File: src/sv/integer_field_formatter_unit_defines.svh
// Assertion macros for the integer field formatter unit.
// Included by the top level; no other dependencies.
`ifndef INTEGER_FIELD_FORMATTER_UNIT_DEFINES_SVH
`define INTEGER_FIELD_FORMATTER_UNIT_DEFINES_SVH
`ifndef SYNTHESIS
`define IFFU_ASSERT_HOLDS(lbl, clk, rst, ante, cons, msg) \
   lbl: assert property (@(posedge clk) disable iff (rst) (ante) |-> (cons)) else $error(msg);
`define IFFU_ASSERT_NEXT(lbl, clk, rst, ante, cons, msg) \
   lbl: assert property (@(posedge clk) disable iff (rst) (ante) |=> (cons)) else $error(msg);
`else
`define IFFU_ASSERT_HOLDS(lbl, clk, rst, ante, cons, msg)
`define IFFU_ASSERT_NEXT(lbl, clk, rst, ante, cons, msg)
`endif
`endif

File: src/sv/iffu_pkg.sv
// Shared types and constants of the integer field formatter unit.
// No dependencies.
`default_nettype none
package iffu_pkg;
   localparam logic [1:0] FUNC_DEC  = 2'd0;
   localparam logic [1:0] FUNC_HEXL = 2'd1;
   localparam logic [1:0] FUNC_HEXU = 2'd2;
   localparam logic [1:0] FUNC_NONE = 2'd3;

   localparam int DEC_DIGITS = 10;
   localparam int HEX_DIGITS = 8;
   localparam int MAX_WIDTH_DEF = 63;
   localparam int QUEUE_DEPTH = 2;

   localparam logic [31:0] RECIP_TEN = 32'hCCCCCCCD;
   localparam int RECIP_SHIFT = 35;

   localparam logic [7:0] CH_ZERO  = 8'h30;
   localparam logic [7:0] CH_SPACE = 8'h20;
   localparam logic [7:0] CH_MINUS = 8'h2D;
   localparam logic [7:0] CH_PLUS  = 8'h2B;
   localparam logic [7:0] CH_X_LO  = 8'h78;
   localparam logic [7:0] CH_X_UP  = 8'h58;
   localparam logic [7:0] CH_A_LO  = 8'h61;
   localparam logic [7:0] CH_A_UP  = 8'h41;

   typedef enum logic [1:0] {
      ORD_PAD_LEAD_DIG = 2'd0,
      ORD_LEAD_PAD_DIG = 2'd1,
      ORD_LEAD_DIG_PAD = 2'd2
   } order_type;

   typedef struct packed {
      logic [DEC_DIGITS-1:0][3:0] digits;
      logic [3:0]                 ndig;
      logic                       upper;
      logic [1:0]                 lead_len;
      logic [7:0]                 lead0;
      logic [7:0]                 lead1;
      logic [5:0]                 pad_len;
      logic [7:0]                 pad_char;
      order_type                  order;
   } desc_type;
endpackage
`default_nettype wire

File: src/sv/iffu_front.sv
// Front end: accepts input beats, classifies them and extracts decimal digits.
// Depends on iffu_pkg.
`default_nettype none
module iffu_front #(
   parameter int MAX_WIDTH = iffu_pkg::MAX_WIDTH_DEF
) (
   input  logic               clock,
   input  logic               reset,
   input  logic               req_valid,
   output logic               req_ready,
   input  logic [1:0]         req_func,
   input  logic signed [31:0] req_value,
   input  logic               req_left_justify,
   input  logic               req_zero_pad,
   input  logic               req_plus_sign,
   input  logic               req_space_sign,
   input  logic               req_alt_prefix,
   input  logic [5:0]         req_field_width,
   output logic               push,
   output iffu_pkg::desc_type desc,
   input  logic               full
);
   import iffu_pkg::*;

   typedef enum logic [3:0] {
      F_IDLE = 4'b0001,
      F_MUL  = 4'b0010,
      F_DIV  = 4'b0100,
      F_PUSH = 4'b1000
   } fstate_type;

   localparam logic [5:0] MAX_W = 6'(MAX_WIDTH);

   fstate_type  state_ff, state_in;
   logic [1:0]  func_ff, func_in;
   logic [31:0] value_ff, value_in;
   logic        left_ff, left_in, zpad_ff, zpad_in, plus_ff, plus_in;
   logic        spc_ff, spc_in, alt_ff, alt_in, neg_ff, neg_in;
   logic [5:0]  width_ff, width_in;
   logic [31:0] mag_ff, mag_in;
   logic [63:0] prod_ff, prod_in;
   logic [3:0]  digit_ff [DEC_DIGITS];
   logic [3:0]  cnt_ff, cnt_in;
   logic        dig_we;
   logic [31:0] quot, rem_full;
   logic [5:0]  text_len;
   logic        hex;

   assign req_ready = (state_ff == F_IDLE);
   assign quot      = 32'(prod_ff[63:RECIP_SHIFT]);
   assign rem_full  = mag_ff - ((quot << 3) + (quot << 1));

   always_comb begin
      state_in = state_ff;
      func_in  = func_ff;
      value_in = value_ff;
      left_in  = left_ff;
      zpad_in  = zpad_ff;
      plus_in  = plus_ff;
      spc_in   = spc_ff;
      alt_in   = alt_ff;
      neg_in   = neg_ff;
      width_in = width_ff;
      mag_in   = mag_ff;
      prod_in  = prod_ff;
      cnt_in   = cnt_ff;
      dig_we   = 1'b0;
      unique case (state_ff)
         F_IDLE: begin
            if (req_valid) begin
               func_in  = req_func;
               value_in = req_value;
               left_in  = req_left_justify;
               zpad_in  = req_zero_pad;
               plus_in  = req_plus_sign;
               spc_in   = req_space_sign;
               alt_in   = req_alt_prefix;
               width_in = (req_field_width > MAX_W) ? MAX_W : req_field_width;
               neg_in   = req_value[31];
               mag_in   = req_value[31] ? (32'd0 - req_value) : req_value;
               cnt_in   = 4'd0;
               if (req_func == FUNC_DEC) begin
                  state_in = F_MUL;
               end else if (req_func != FUNC_NONE) begin
                  state_in = F_PUSH;
               end
            end
         end
         F_MUL: begin
            prod_in  = 64'(mag_ff) * 64'(RECIP_TEN);
            state_in = F_DIV;
         end
         F_DIV: begin
            dig_we   = 1'b1;
            cnt_in   = cnt_ff + 4'd1;
            mag_in   = quot;
            state_in = (quot == 32'd0) ? F_PUSH : F_MUL;
         end
         F_PUSH: begin
            if (!full) begin
               state_in = F_IDLE;
            end
         end
         default: state_in = F_IDLE;
      endcase
   end

   always_ff @(posedge clock) begin
      if (reset) begin
         state_ff <= F_IDLE;
      end else begin
         state_ff <= state_in;
      end
      func_ff  <= func_in;
      value_ff <= value_in;
      left_ff  <= left_in;
      zpad_ff  <= zpad_in;
      plus_ff  <= plus_in;
      spc_ff   <= spc_in;
      alt_ff   <= alt_in;
      neg_ff   <= neg_in;
      width_ff <= width_in;
      mag_ff   <= mag_in;
      prod_ff  <= prod_in;
      cnt_ff   <= cnt_in;
      if (dig_we) begin
         digit_ff[cnt_ff] <= rem_full[3:0];
      end
   end

   assign push = (state_ff == F_PUSH) && !full;
   assign hex  = (func_ff != FUNC_DEC);

   always_comb begin
      desc = '0;
      if (hex) begin
         for (int i = 0; i < HEX_DIGITS; i++) begin
            desc.digits[i] = value_ff[4*i +: 4];
         end
      end else begin
         for (int i = 0; i < DEC_DIGITS; i++) begin
            desc.digits[i] = digit_ff[i];
         end
      end
      desc.ndig  = hex ? 4'(HEX_DIGITS) : cnt_ff;
      desc.upper = (func_ff == FUNC_HEXU);
      desc.lead0 = CH_ZERO;
      desc.lead1 = desc.upper ? CH_X_UP : CH_X_LO;
      if (hex) begin
         desc.lead_len = alt_ff ? 2'd2 : 2'd0;
         desc.pad_char = zpad_ff ? CH_ZERO : CH_SPACE;
      end else begin
         priority if (neg_ff) begin
            desc.lead0 = CH_MINUS;
         end else if (plus_ff) begin
            desc.lead0 = CH_PLUS;
         end else begin
            desc.lead0 = CH_SPACE;
         end
         desc.lead_len = (neg_ff || plus_ff || spc_ff) ? 2'd1 : 2'd0;
         desc.pad_char = (zpad_ff && !left_ff) ? CH_ZERO : CH_SPACE;
      end
      priority if (left_ff) begin
         desc.order = ORD_LEAD_DIG_PAD;
      end else if (!hex && zpad_ff) begin
         desc.order = ORD_LEAD_PAD_DIG;
      end else begin
         desc.order = ORD_PAD_LEAD_DIG;
      end
      text_len     = 6'(desc.lead_len) + 6'(desc.ndig);
      desc.pad_len = (width_ff > text_len) ? (width_ff - text_len) : 6'd0;
   end
endmodule
`default_nettype wire

File: src/sv/iffu_queue.sv
// Short descriptor queue between the front end and the character emitter.
// Depends on iffu_pkg.
`default_nettype none
module iffu_queue (
   input  logic               clock,
   input  logic               reset,
   input  logic               push,
   input  iffu_pkg::desc_type push_desc,
   output logic               full,
   input  logic               pop,
   output iffu_pkg::desc_type pop_desc,
   output logic               empty
);
   import iffu_pkg::*;

   localparam int PTR_W = (QUEUE_DEPTH > 1) ? $clog2(QUEUE_DEPTH) : 1;
   localparam int CNT_W = $clog2(QUEUE_DEPTH + 1);
   localparam logic [PTR_W-1:0] LAST_PTR = PTR_W'(QUEUE_DEPTH - 1);

   desc_type         entry_ff [QUEUE_DEPTH];
   logic [PTR_W-1:0] wr_ptr_ff, wr_ptr_in, rd_ptr_ff, rd_ptr_in;
   logic [CNT_W-1:0] count_ff, count_in;

   assign full     = (count_ff == CNT_W'(QUEUE_DEPTH));
   assign empty    = (count_ff == '0);
   assign pop_desc = entry_ff[rd_ptr_ff];

   always_comb begin
      wr_ptr_in = wr_ptr_ff;
      rd_ptr_in = rd_ptr_ff;
      count_in  = count_ff;
      if (push) begin
         wr_ptr_in = (wr_ptr_ff == LAST_PTR) ? '0 : wr_ptr_ff + 1'b1;
      end
      if (pop) begin
         rd_ptr_in = (rd_ptr_ff == LAST_PTR) ? '0 : rd_ptr_ff + 1'b1;
      end
      if (push && !pop) begin
         count_in = count_ff + 1'b1;
      end else if (pop && !push) begin
         count_in = count_ff - 1'b1;
      end
   end

   always_ff @(posedge clock) begin
      if (reset) begin
         wr_ptr_ff <= '0;
         rd_ptr_ff <= '0;
         count_ff  <= '0;
      end else begin
         wr_ptr_ff <= wr_ptr_in;
         rd_ptr_ff <= rd_ptr_in;
         count_ff  <= count_in;
      end
      if (push) begin
         entry_ff[wr_ptr_ff] <= push_desc;
      end
   end
endmodule
`default_nettype wire

File: src/sv/iffu_emitter.sv
// Back end: walks one descriptor and sends one character beat per cycle while rsp_ready is high.
// Depends on iffu_pkg.
`default_nettype none
module iffu_emitter (
   input  logic               clock,
   input  logic               reset,
   input  iffu_pkg::desc_type desc,
   input  logic               empty,
   output logic               pop,
   output logic               rsp_valid,
   input  logic               rsp_ready,
   output logic [7:0]         rsp_char_code,
   output logic               rsp_last
);
   import iffu_pkg::*;

   typedef enum logic [1:0] {
      SEG_LEAD = 2'd0,
      SEG_PAD  = 2'd1,
      SEG_DIG  = 2'd2
   } seg_kind_type;

   function automatic seg_kind_type seg_kind(input order_type ord, input logic [1:0] idx);
      seg_kind_type k;
      k = SEG_DIG;
      unique case (ord)
         ORD_PAD_LEAD_DIG: k = (idx == 2'd0) ? SEG_PAD : (idx == 2'd1) ? SEG_LEAD : SEG_DIG;
         ORD_LEAD_PAD_DIG: k = (idx == 2'd0) ? SEG_LEAD : (idx == 2'd1) ? SEG_PAD : SEG_DIG;
         ORD_LEAD_DIG_PAD: k = (idx == 2'd0) ? SEG_LEAD : (idx == 2'd1) ? SEG_DIG : SEG_PAD;
         default:          k = SEG_DIG;
      endcase
      return k;
   endfunction

   function automatic logic [5:0] seg_len(input desc_type d, input seg_kind_type k);
      logic [5:0] len;
      unique case (k)
         SEG_LEAD: len = 6'(d.lead_len);
         SEG_PAD:  len = d.pad_len;
         SEG_DIG:  len = 6'(d.ndig);
         default:  len = 6'd0;
      endcase
      return len;
   endfunction

   function automatic logic [1:0] first_seg(input desc_type d, input logic [1:0] start);
      logic [1:0] sel;
      logic       found;
      sel   = 2'd2;
      found = 1'b0;
      for (int i = 0; i < 3; i++) begin
         if (!found && (2'(i) >= start) && (seg_len(d, seg_kind(d.order, 2'(i))) != 6'd0)) begin
            sel   = 2'(i);
            found = 1'b1;
         end
      end
      return sel;
   endfunction

   logic         busy_ff, busy_in;
   desc_type     desc_ff, desc_in;
   logic [1:0]   seg_ff, seg_in;
   logic [5:0]   pos_ff, pos_in;
   logic [5:0]   rem_ff, rem_in;
   logic         valid_ff, valid_in;
   logic [7:0]   char_ff, char_in;
   logic         last_ff, last_in;
   logic         step;
   seg_kind_type kind;
   logic [3:0]   dig_idx;
   logic [3:0]   dig;
   logic [7:0]   cur_char;

   assign pop  = !busy_ff && !empty;
   assign step = busy_ff && (!valid_ff || rsp_ready);
   assign kind = seg_kind(desc_ff.order, seg_ff);

   assign dig_idx = desc_ff.ndig - 4'd1 - pos_ff[3:0];
   assign dig     = desc_ff.digits[dig_idx];

   always_comb begin
      unique case (kind)
         SEG_LEAD: cur_char = pos_ff[0] ? desc_ff.lead1 : desc_ff.lead0;
         SEG_PAD:  cur_char = desc_ff.pad_char;
         SEG_DIG: begin
            if (dig < 4'd10) begin
               cur_char = CH_ZERO + 8'(dig);
            end else begin
               cur_char = (desc_ff.upper ? CH_A_UP : CH_A_LO) + 8'(dig) - 8'd10;
            end
         end
         default:  cur_char = CH_SPACE;
      endcase
   end

   always_comb begin
      busy_in  = busy_ff;
      desc_in  = desc_ff;
      seg_in   = seg_ff;
      pos_in   = pos_ff;
      rem_in   = rem_ff;
      valid_in = valid_ff;
      char_in  = char_ff;
      last_in  = last_ff;
      if (rsp_ready) begin
         valid_in = 1'b0;
      end
      if (pop) begin
         busy_in = 1'b1;
         desc_in = desc;
         seg_in  = first_seg(desc, 2'd0);
         pos_in  = 6'd0;
         rem_in  = 6'(7'(desc.lead_len) + 7'(desc.pad_len) + 7'(desc.ndig));
      end
      if (step) begin
         valid_in = 1'b1;
         char_in  = cur_char;
         last_in  = (rem_ff == 6'd1);
         rem_in   = rem_ff - 6'd1;
         if (rem_ff == 6'd1) begin
            busy_in = 1'b0;
         end else if ((pos_ff + 6'd1) < seg_len(desc_ff, kind)) begin
            pos_in = pos_ff + 6'd1;
         end else begin
            seg_in = first_seg(desc_ff, seg_ff + 2'd1);
            pos_in = 6'd0;
         end
      end
   end

   always_ff @(posedge clock) begin
      if (reset) begin
         busy_ff  <= 1'b0;
         valid_ff <= 1'b0;
      end else begin
         busy_ff  <= busy_in;
         valid_ff <= valid_in;
      end
      desc_ff <= desc_in;
      seg_ff  <= seg_in;
      pos_ff  <= pos_in;
      rem_ff  <= rem_in;
      char_ff <= char_in;
      last_ff <= last_in;
   end

   assign rsp_valid     = valid_ff;
   assign rsp_char_code = char_ff;
   assign rsp_last      = last_ff;
endmodule
`default_nettype wire

File: src/sv/integer_field_formatter_unit.sv
// Top level of the integer field formatter unit: front end, queue, emitter.
// Depends on iffu_pkg, iffu_front, iffu_queue, iffu_emitter and the defines header.
//
// The req_ channel takes one value with its conversion code, flags and minimum
// width per beat. The rsp_ channel returns the formatted text, one ASCII
// character per beat, with rsp_last on the final character of each value.
// Conversion code 3 is accepted and produces no characters.
// The front end holds one value at a time: a hex value goes straight to the
// push state after acceptance, a decimal value first passes once per digit
// through the reciprocal multiply and the remainder step, up to 10 digits;
// a push waits while the queue is full. Two descriptors wait in the queue, so
// the front end takes new values while the emitter is still sending earlier ones.
// The emitter loads a descriptor and then sends one character per cycle while
// rsp_ready is high, up to 63 per value; it takes the next descriptor only
// after it has produced the last character of the current one.
// A synchronous reset empties the queue and drops any value in flight. While
// rsp_ready is low the output beat holds and the front end keeps filling the
// queue until it is full.
`default_nettype none
`include "integer_field_formatter_unit_defines.svh"
module integer_field_formatter_unit #(
   parameter int MAX_WIDTH = iffu_pkg::MAX_WIDTH_DEF
) (
   input  logic               clock,
   input  logic               reset,
   input  logic               req_valid,
   output logic               req_ready,
   input  logic [1:0]         req_func,
   input  logic signed [31:0] req_value,
   input  logic               req_left_justify,
   input  logic               req_zero_pad,
   input  logic               req_plus_sign,
   input  logic               req_space_sign,
   input  logic               req_alt_prefix,
   input  logic [5:0]         req_field_width,
   output logic               rsp_valid,
   input  logic               rsp_ready,
   output logic [7:0]         rsp_char_code,
   output logic               rsp_last
);
   import iffu_pkg::*;

   logic     q_push, q_pop, q_full, q_empty;
   logic     fmt_take;
   desc_type push_desc, pop_desc;

   assign fmt_take = req_valid && req_ready && (req_func != FUNC_NONE);

   iffu_front #(
      .MAX_WIDTH(MAX_WIDTH)
   ) u_front (
      .clock            (clock),
      .reset            (reset),
      .req_valid        (req_valid),
      .req_ready        (req_ready),
      .req_func         (req_func),
      .req_value        (req_value),
      .req_left_justify (req_left_justify),
      .req_zero_pad     (req_zero_pad),
      .req_plus_sign    (req_plus_sign),
      .req_space_sign   (req_space_sign),
      .req_alt_prefix   (req_alt_prefix),
      .req_field_width  (req_field_width),
      .push             (q_push),
      .desc             (push_desc),
      .full             (q_full)
   );

   iffu_queue u_queue (
      .clock     (clock),
      .reset     (reset),
      .push      (q_push),
      .push_desc (push_desc),
      .full      (q_full),
      .pop       (q_pop),
      .pop_desc  (pop_desc),
      .empty     (q_empty)
   );

   iffu_emitter u_emitter (
      .clock         (clock),
      .reset         (reset),
      .desc          (pop_desc),
      .empty         (q_empty),
      .pop           (q_pop),
      .rsp_valid     (rsp_valid),
      .rsp_ready     (rsp_ready),
      .rsp_char_code (rsp_char_code),
      .rsp_last      (rsp_last)
   );

   `IFFU_ASSERT_HOLDS(a_push_not_full, clock, reset, q_push, !q_full, "push into full queue")
   `IFFU_ASSERT_HOLDS(a_pop_not_empty, clock, reset, q_pop, !q_empty, "pop from empty queue")
   `IFFU_ASSERT_NEXT(a_front_busy, clock, reset, fmt_take, !req_ready, "front end idle after accept")
endmodule
`default_nettype wire
File: config.mk
export PLATFORM = sky130hd
export DESIGN_NAME = integer_field_formatter_unit
export DESIGN_NICKNAME = d
export VERILOG_FILES = /design/src/sv/iffu_pkg.sv /design/src/sv/iffu_front.sv /design/src/sv/iffu_queue.sv /design/src/sv/iffu_emitter.sv /design/src/sv/integer_field_formatter_unit.sv
export VERILOG_INCLUDE_DIRS = /design/src /design/src/sv
export SDC_FILE = /design/constraint.sdc
export NUM_CORES = 2
export LEC_CHECK = 0
export BUFFER_PORTS_ARGS = -buffer_cell sky130_fd_sc_hd__clkbuf_2
export CAP_MARGIN = 20
export CELL_PAD_IN_SITES_DETAIL_PLACEMENT = 0
export CELL_PAD_IN_SITES_GLOBAL_PLACEMENT = 2
export CORE_UTILIZATION = 41
export CTS_BUF_LIST = sky130_fd_sc_hd__clkbuf_2
export DETAILED_ROUTE_END_ITERATION = 7
export HOLD_SLACK_MARGIN = 0.12
export PLACE_DENSITY = 0.83
export SYNTH_ARGS = -nofsm -noshare
export SYNTH_HDL_FRONTEND = slang
export SYNTH_SLANG_ARGS = --single-unit
File: constraint.sdc
create_clock -name clock -period 6.6 [get_ports clock]
set_clock_uncertainty 0.15 [all_clocks]
set_input_delay 0.66 -clock clock [delete_from_list [all_inputs] [get_ports clock]]
set_output_delay 0.66 -clock clock [all_outputs]
set_load 0.005 [all_outputs]
Yosys cells after proc, flatten, opt, wreduce, memory -nomap -nowiden
Memories as Yosys holds them, arrays and structs flattened. A register that Yosys moved wholly into a read port is not among the register bits.
Index checks and enable logic that the tools add are counted.
- register bits after elaboration: 258
- memory bits (writable): 194
- input port bits: 49
- output and inout bits: 11
- word-level logic and storage cells: 283
- memories: 2
- memories (name ; depth ; bits a word ; read ports ; clocked after Yosys merged registers in ; wr ports ; RTL line ; text):
    u_queue.entry_ff ; 2 ; 77 ; 1 ; 1 ; 1 ; iffu_queue.sv:20 ; desc_type entry_ff [QUEUE_DEPTH];
    u_front.digit_ff ; 10 ; 4 ; 10 ; 0 ; 1 ; iffu_front.sv:42 ; logic [3:0] digit_ff [DEC_DIGITS];
- add/subtract/negate cells: 20
- $mul: 1
- $lt $le $gt $ge: 8
- equal/unequal tests: 30
- muxes and demuxes: 123
- reduce and logical (&&, ||, !) cells: 58
- operators by type and width (kind ; number):
    6-bit 2-to-1 mux ; 23
    6-bit case mux with 3 select lines ; 7
    32-bit 2-to-1 mux ; 3
    2-bit 2-to-1 mux ; 35
    32-bit by 32-bit multiplier with 64-bit output (second input constant) ; 1
    32-bit case mux with 2 select lines ; 1
    4-bit 2-to-1 mux ; 10
    8-bit 2-to-1 mux ; 5
    6-bit nonzero test ; 6
    32-bit zero test ; 1
    1-bit by 32-bit subtractor with 32-bit output (first input constant) ; 1
    1-bit 2-to-1 mux ; 28
    2-bit zero test ; 12
    8-bit case mux with 3 select lines ; 1
    2-bit equality test (second input constant) ; 11
    2-bit by 1-bit equality test with 1-bit output (second input constant) ; 10
    4-bit binary-select mux with 4-bit select ; 1
    2-bit case mux with 2 select lines ; 4
    4-bit case mux with 4 select lines ; 1
    1-bit logical AND ; 14
    1-bit zero test ; 12
    5-bit 2-to-1 mux ; 2
    2-bit nonzero test ; 5
    8-bit by 4-bit adder with 8-bit output ; 1
    35 further kinds ; 45

Depth between registers and ports, before layout
- depth after elaboration: 37
- mapped depth: 26
- mapped depth without buffers: 26

By module
From an unflattened synthesis, not the netlist that was laid out.
- cell total of the unflattened synthesis: 3034
- area, all modules: 35326.4 um^2
- by module, submodules not included (module ; times used ; cells an instance ; area each (um^2) ; sequential area each (um^2)):
    iffu_front ; 1 ; 2378 ; 24173.2 ; 4584.4
    iffu_queue ; 1 ; 268 ; 5940.7 ; 4844.6
    iffu_emitter ; 1 ; 388 ; 5212.5 ; 3022.9

Worst setup path after synthesis
OpenSTA, ideal clock, no wires.
- path type: reg-to-reg
- start point: register u_front.mag_ff[9]
- end point: register u_front.prod_ff[59] (data pin)
- setup time: 0.265 ns
- arrival: 6.753 ns
- data required time: 6.185 ns
- path slack: -0.568 ns
- stages on the path, launching flop included: 26
- path buffers: 1
- clock period less this slack: 7.168 ns
- path through: edfxtp_1 -> ha_1 -> clkbuf_1 -> xor2_1 -> ha_1 -> a21o_1 -> fa_1 -> inv_1 -> fa_1 -> inv_1 -> fa_1 -> fa_1 -> fa_1 -> inv_1 -> fa_1 -> inv_1 -> ha_1 -> nand3_1 -> or3_1 -> nor3_1 -> a21oi_1 -> o21ai_1 -> a31oi_1 -> o31a_1 -> o21ai_0 -> xor2_1
- longest elaborated chain between the ends: 1
- ends and longest elaborated chain (element ; RTL line ; text):
    start: declaration ; iffu_front.sv:40 ; logic [31:0] mag_ff, mag_in;
    start signal: assignment ; iffu_front.sv:123 ; mag_ff <= mag_in;
    32-bit by 32-bit multiplier with 64-bit output ; iffu_front.sv:90 ; prod_in = 64'(mag_ff) * 64'(RECIP_TEN);
    end signal: assignment ; iffu_front.sv:124 ; prod_ff <= prod_in;
    end: declaration ; iffu_front.sv:41 ; logic [63:0] prod_ff, prod_in;
Every way passes these cells.
A chain may end at the register's enable or synchronous reset.

Final worst setup path
- start point: register u_front.mag_ff[17]
- end point: register u_front.prod_ff[61] (data pin)
The elaborated chain is that of the path after synthesis.

==> results.ini <==
[global_routing]
antenna_found_initial = 4
gr-total-overflow = 0
grt_pass1_vias = 24722
grt_usage_pct = 24.2
grt_max_degree = 64
grt_pass1_wl_um = 147000

[timing]
max_freq_mhz = 142
hold_viol_final = 0
grt_setup_unrepaired = yes
worst_slack_ns = -0.450
setup_tns_ns = -9.19
finalCriticalPeriod_ns = 7.05
worst_pin_slew_ns = 1.16
slew_viol_final = 0
hold_slack_ns = 0.260
fin_crit_sh_pct = 107
finalSetupViolCount = 29
slew-limit-headroom_pct = 22.7

[critical_path]
path_delay_family = adder cells
start_kind = register
critical_path.max_fanout = 4
arrival_ns = 7.67
reg2regPathDepth = 26
crit_top_cell = fa_1
end_kind = register
reg2reg_slack_ns = -0.45
crit_cells = 26
critPathLaunch = u_front.mag_ff[17]
cpPeakStageDelay_ns = 0.58
path_class = register to register
crit_buf_inv = 7
critPathSlowestCell = fa_1
r2r-start = u_front.mag_ff[17]
cp.required_ns = 7.22
r2r_end = u_front.prod_ff[61]

[run]
cap_violations = 0

[hold_path]
whs_endpoint = u_front.value_ff[4]
hold_path.class = primary input to register
hold_path_depth = 2
holdCritStartpoint = req_value[4]

[placement]
port_buffers = 58
hpwl_um = 80700
place.gp.congestion = 0.948

[routing]
drt_iter0_markers = 1275
wl_per_cell_um = 21.3
highest_layer = met4
wl_met1_um = 40600
dr.pass1.iters = 6
ant_nets = 0
met2_length_um = 48700
vias = 22555
viasPerCell = 4.95
wirelength_um = 96900
met3_wirelength_um = 4200
drcViolationCount = 0

[yosys]
synth_largest_area_cell = edfxtp_1
synthCells = 2891
synth_top_family_by_area = adder cells
synth_xor_area_share_pct = 3.64
synth_fa_ha_area_share_pct = 39.0
yosys-mux-area-fraction_pct = 3.00
ys_ff_latch = 366
synth_async_sr_flop_share_pct = 0
synth_edf_count = 347
yosys-top-cells-area = edfxtp_1 (32%), fa_1 (24%), ha_1 (15%), inv_1 (7.6%), nand2_1 (2.4%)
syn_area_um2 = 32700
avgSynthCellArea_um2 = 11.3
synth_top_cell_area_share_pct = 31.8
synthSimpleGateAreaFrac_pct = 6.80
synth-main-ff-cell = edfxtp_1
synth_compound_area_share_pct = 6.22
syn_nets = 3727
synth.yosys.warnings = 0
synth_cell_types = 70
yosysSeqAreaShare_pct = 33.0

[clock_tree]
cts_root_buf = clkbuf_2
clk_latency_ns = 1.09
clock_sinks = 366
clockBufferDepth = 3
htree_num_levels = 3
clk_pin_slew_ns = 0.11
cts_tree = yes
cts_made_buffers = 92

[final_layout]
drive_gt1_share_pct = 23.9
syn2layout_area_growth_pct = 21.0
mostFrequentLayoutCell = inv_1
nets = 4262
final_cell_mix = inv_1 (635), fa_1 (384), buf_4 (372)
utilization_pct = 50.2

[floorplan]
ios = 60
die_area_um2 = 81000
dieHeight_um = 285
placementRows = 103
coreArea_um2 = 79000
die_w_um = 285
start_util_pct = 41.5

[outcome]
violations = negative setup slack
status = finished with violations

worst max-delay path by stage:
stage                          endpoint  slack, ns
finish              u_front.prod_ff[61]      -0.45
global route        u_front.prod_ff[59]      -0.64
CTS                 u_front.prod_ff[55]      -0.41
detailed placement  u_front.prod_ff[57]      -0.68
global placement    u_front.prod_ff[57]      -0.59
floorplan           u_front.prod_ff[59]      -0.04
routing by layer:
metal,GRT usage [%],vias to the layer above
met5,0,-
met4,8.47,0
met3,3.11,159
met2,43.1,586
met1,30.1,11225
li1,-,10585
sequential cells by signal (all words and copies together) (netlist names), 7 cells and up, named ones only:
signal	count
u_emitter.desc_ff	61
u_emitter.rsp_char_code	7
u_front.digit_ff	40
u_front.mag_ff	32
u_front.prod_ff	29
u_front.value_ff	31
u_queue.entry_ff	122
cell usage after synthesis, drive strengths merged, types with 4 or more instances:
cell    instances
nor4b           5
nor3b           5
buf             7
o41ai           5
nand2b         20
a22oi           5
fa            391
a31oi          15
and2           30
a41oi           4
a21o           41
o21a            7
nand3b          5
inv           661
xor2           77
nand4          11
o21bai          6
a32o            5
nand2         207
edfxtp        347
dfxtp          19
mux2i          15
or4             8
ha            396
and3           12
or2             6
mux4            8
nor2           80
nor4            7
nor3           19
nand3          29
a21oi          92
a211oi          4
o21ai          95
mux2           58
or3            11
clkbuf         56
nor2b          11
o22ai           4
o31ai          12
xnor2          59
metrics by stage:
step                setup slack [ns]  instance area, µm²  instances
floorplan                    -0.0417               33200       2891
global placement              -0.589               37200       4282
detailed placement            -0.677               37200       4282
CTS                           -0.412               39200       4530
global route                  -0.644               39600       4551
finish                        -0.450               39600       4554
cells by family (layout without fill, tap and decap cells):
group | after synthesis | after routing
AO/OA/AOI/OAI | 326 | 326
XOR/XNOR | 136 | 136
adder cells (fa/ha/maj) | 787 | 787
buffers and inverters | 724 | 1331
flip-flops | 366 | 366
multiplexers | 81 | 81
other | 1 | 7
AND/OR/NAND/NOR | 470 | 470
cell type report:
class	instances	area [µm²]
Sequential cell	366	10800
Fill cell	7129	39400
Timing Repair Buffer	504	3890
Clock inverter	33	224
Antenna cell	6	15.0
Tap cell	1050	1310
Inverter	661	2480
Clock buffer	133	666
Multi-Input combinational cell	1801	20300
timing repair:
action | in CTS | in global routing
pin swaps | 75 | 62
buffers inserted | 33 | 18
gates cloned | 0 | 0
setup endpoints to repair | 29 | 29
hold buffers | 51 | 0
endpoints found under the hold margin | 78 | 0
resized for setup | 91 | 60
Power is not shown: default switching activity piles up to over one toggle a cycle in this logic, so the estimate is an artifact.
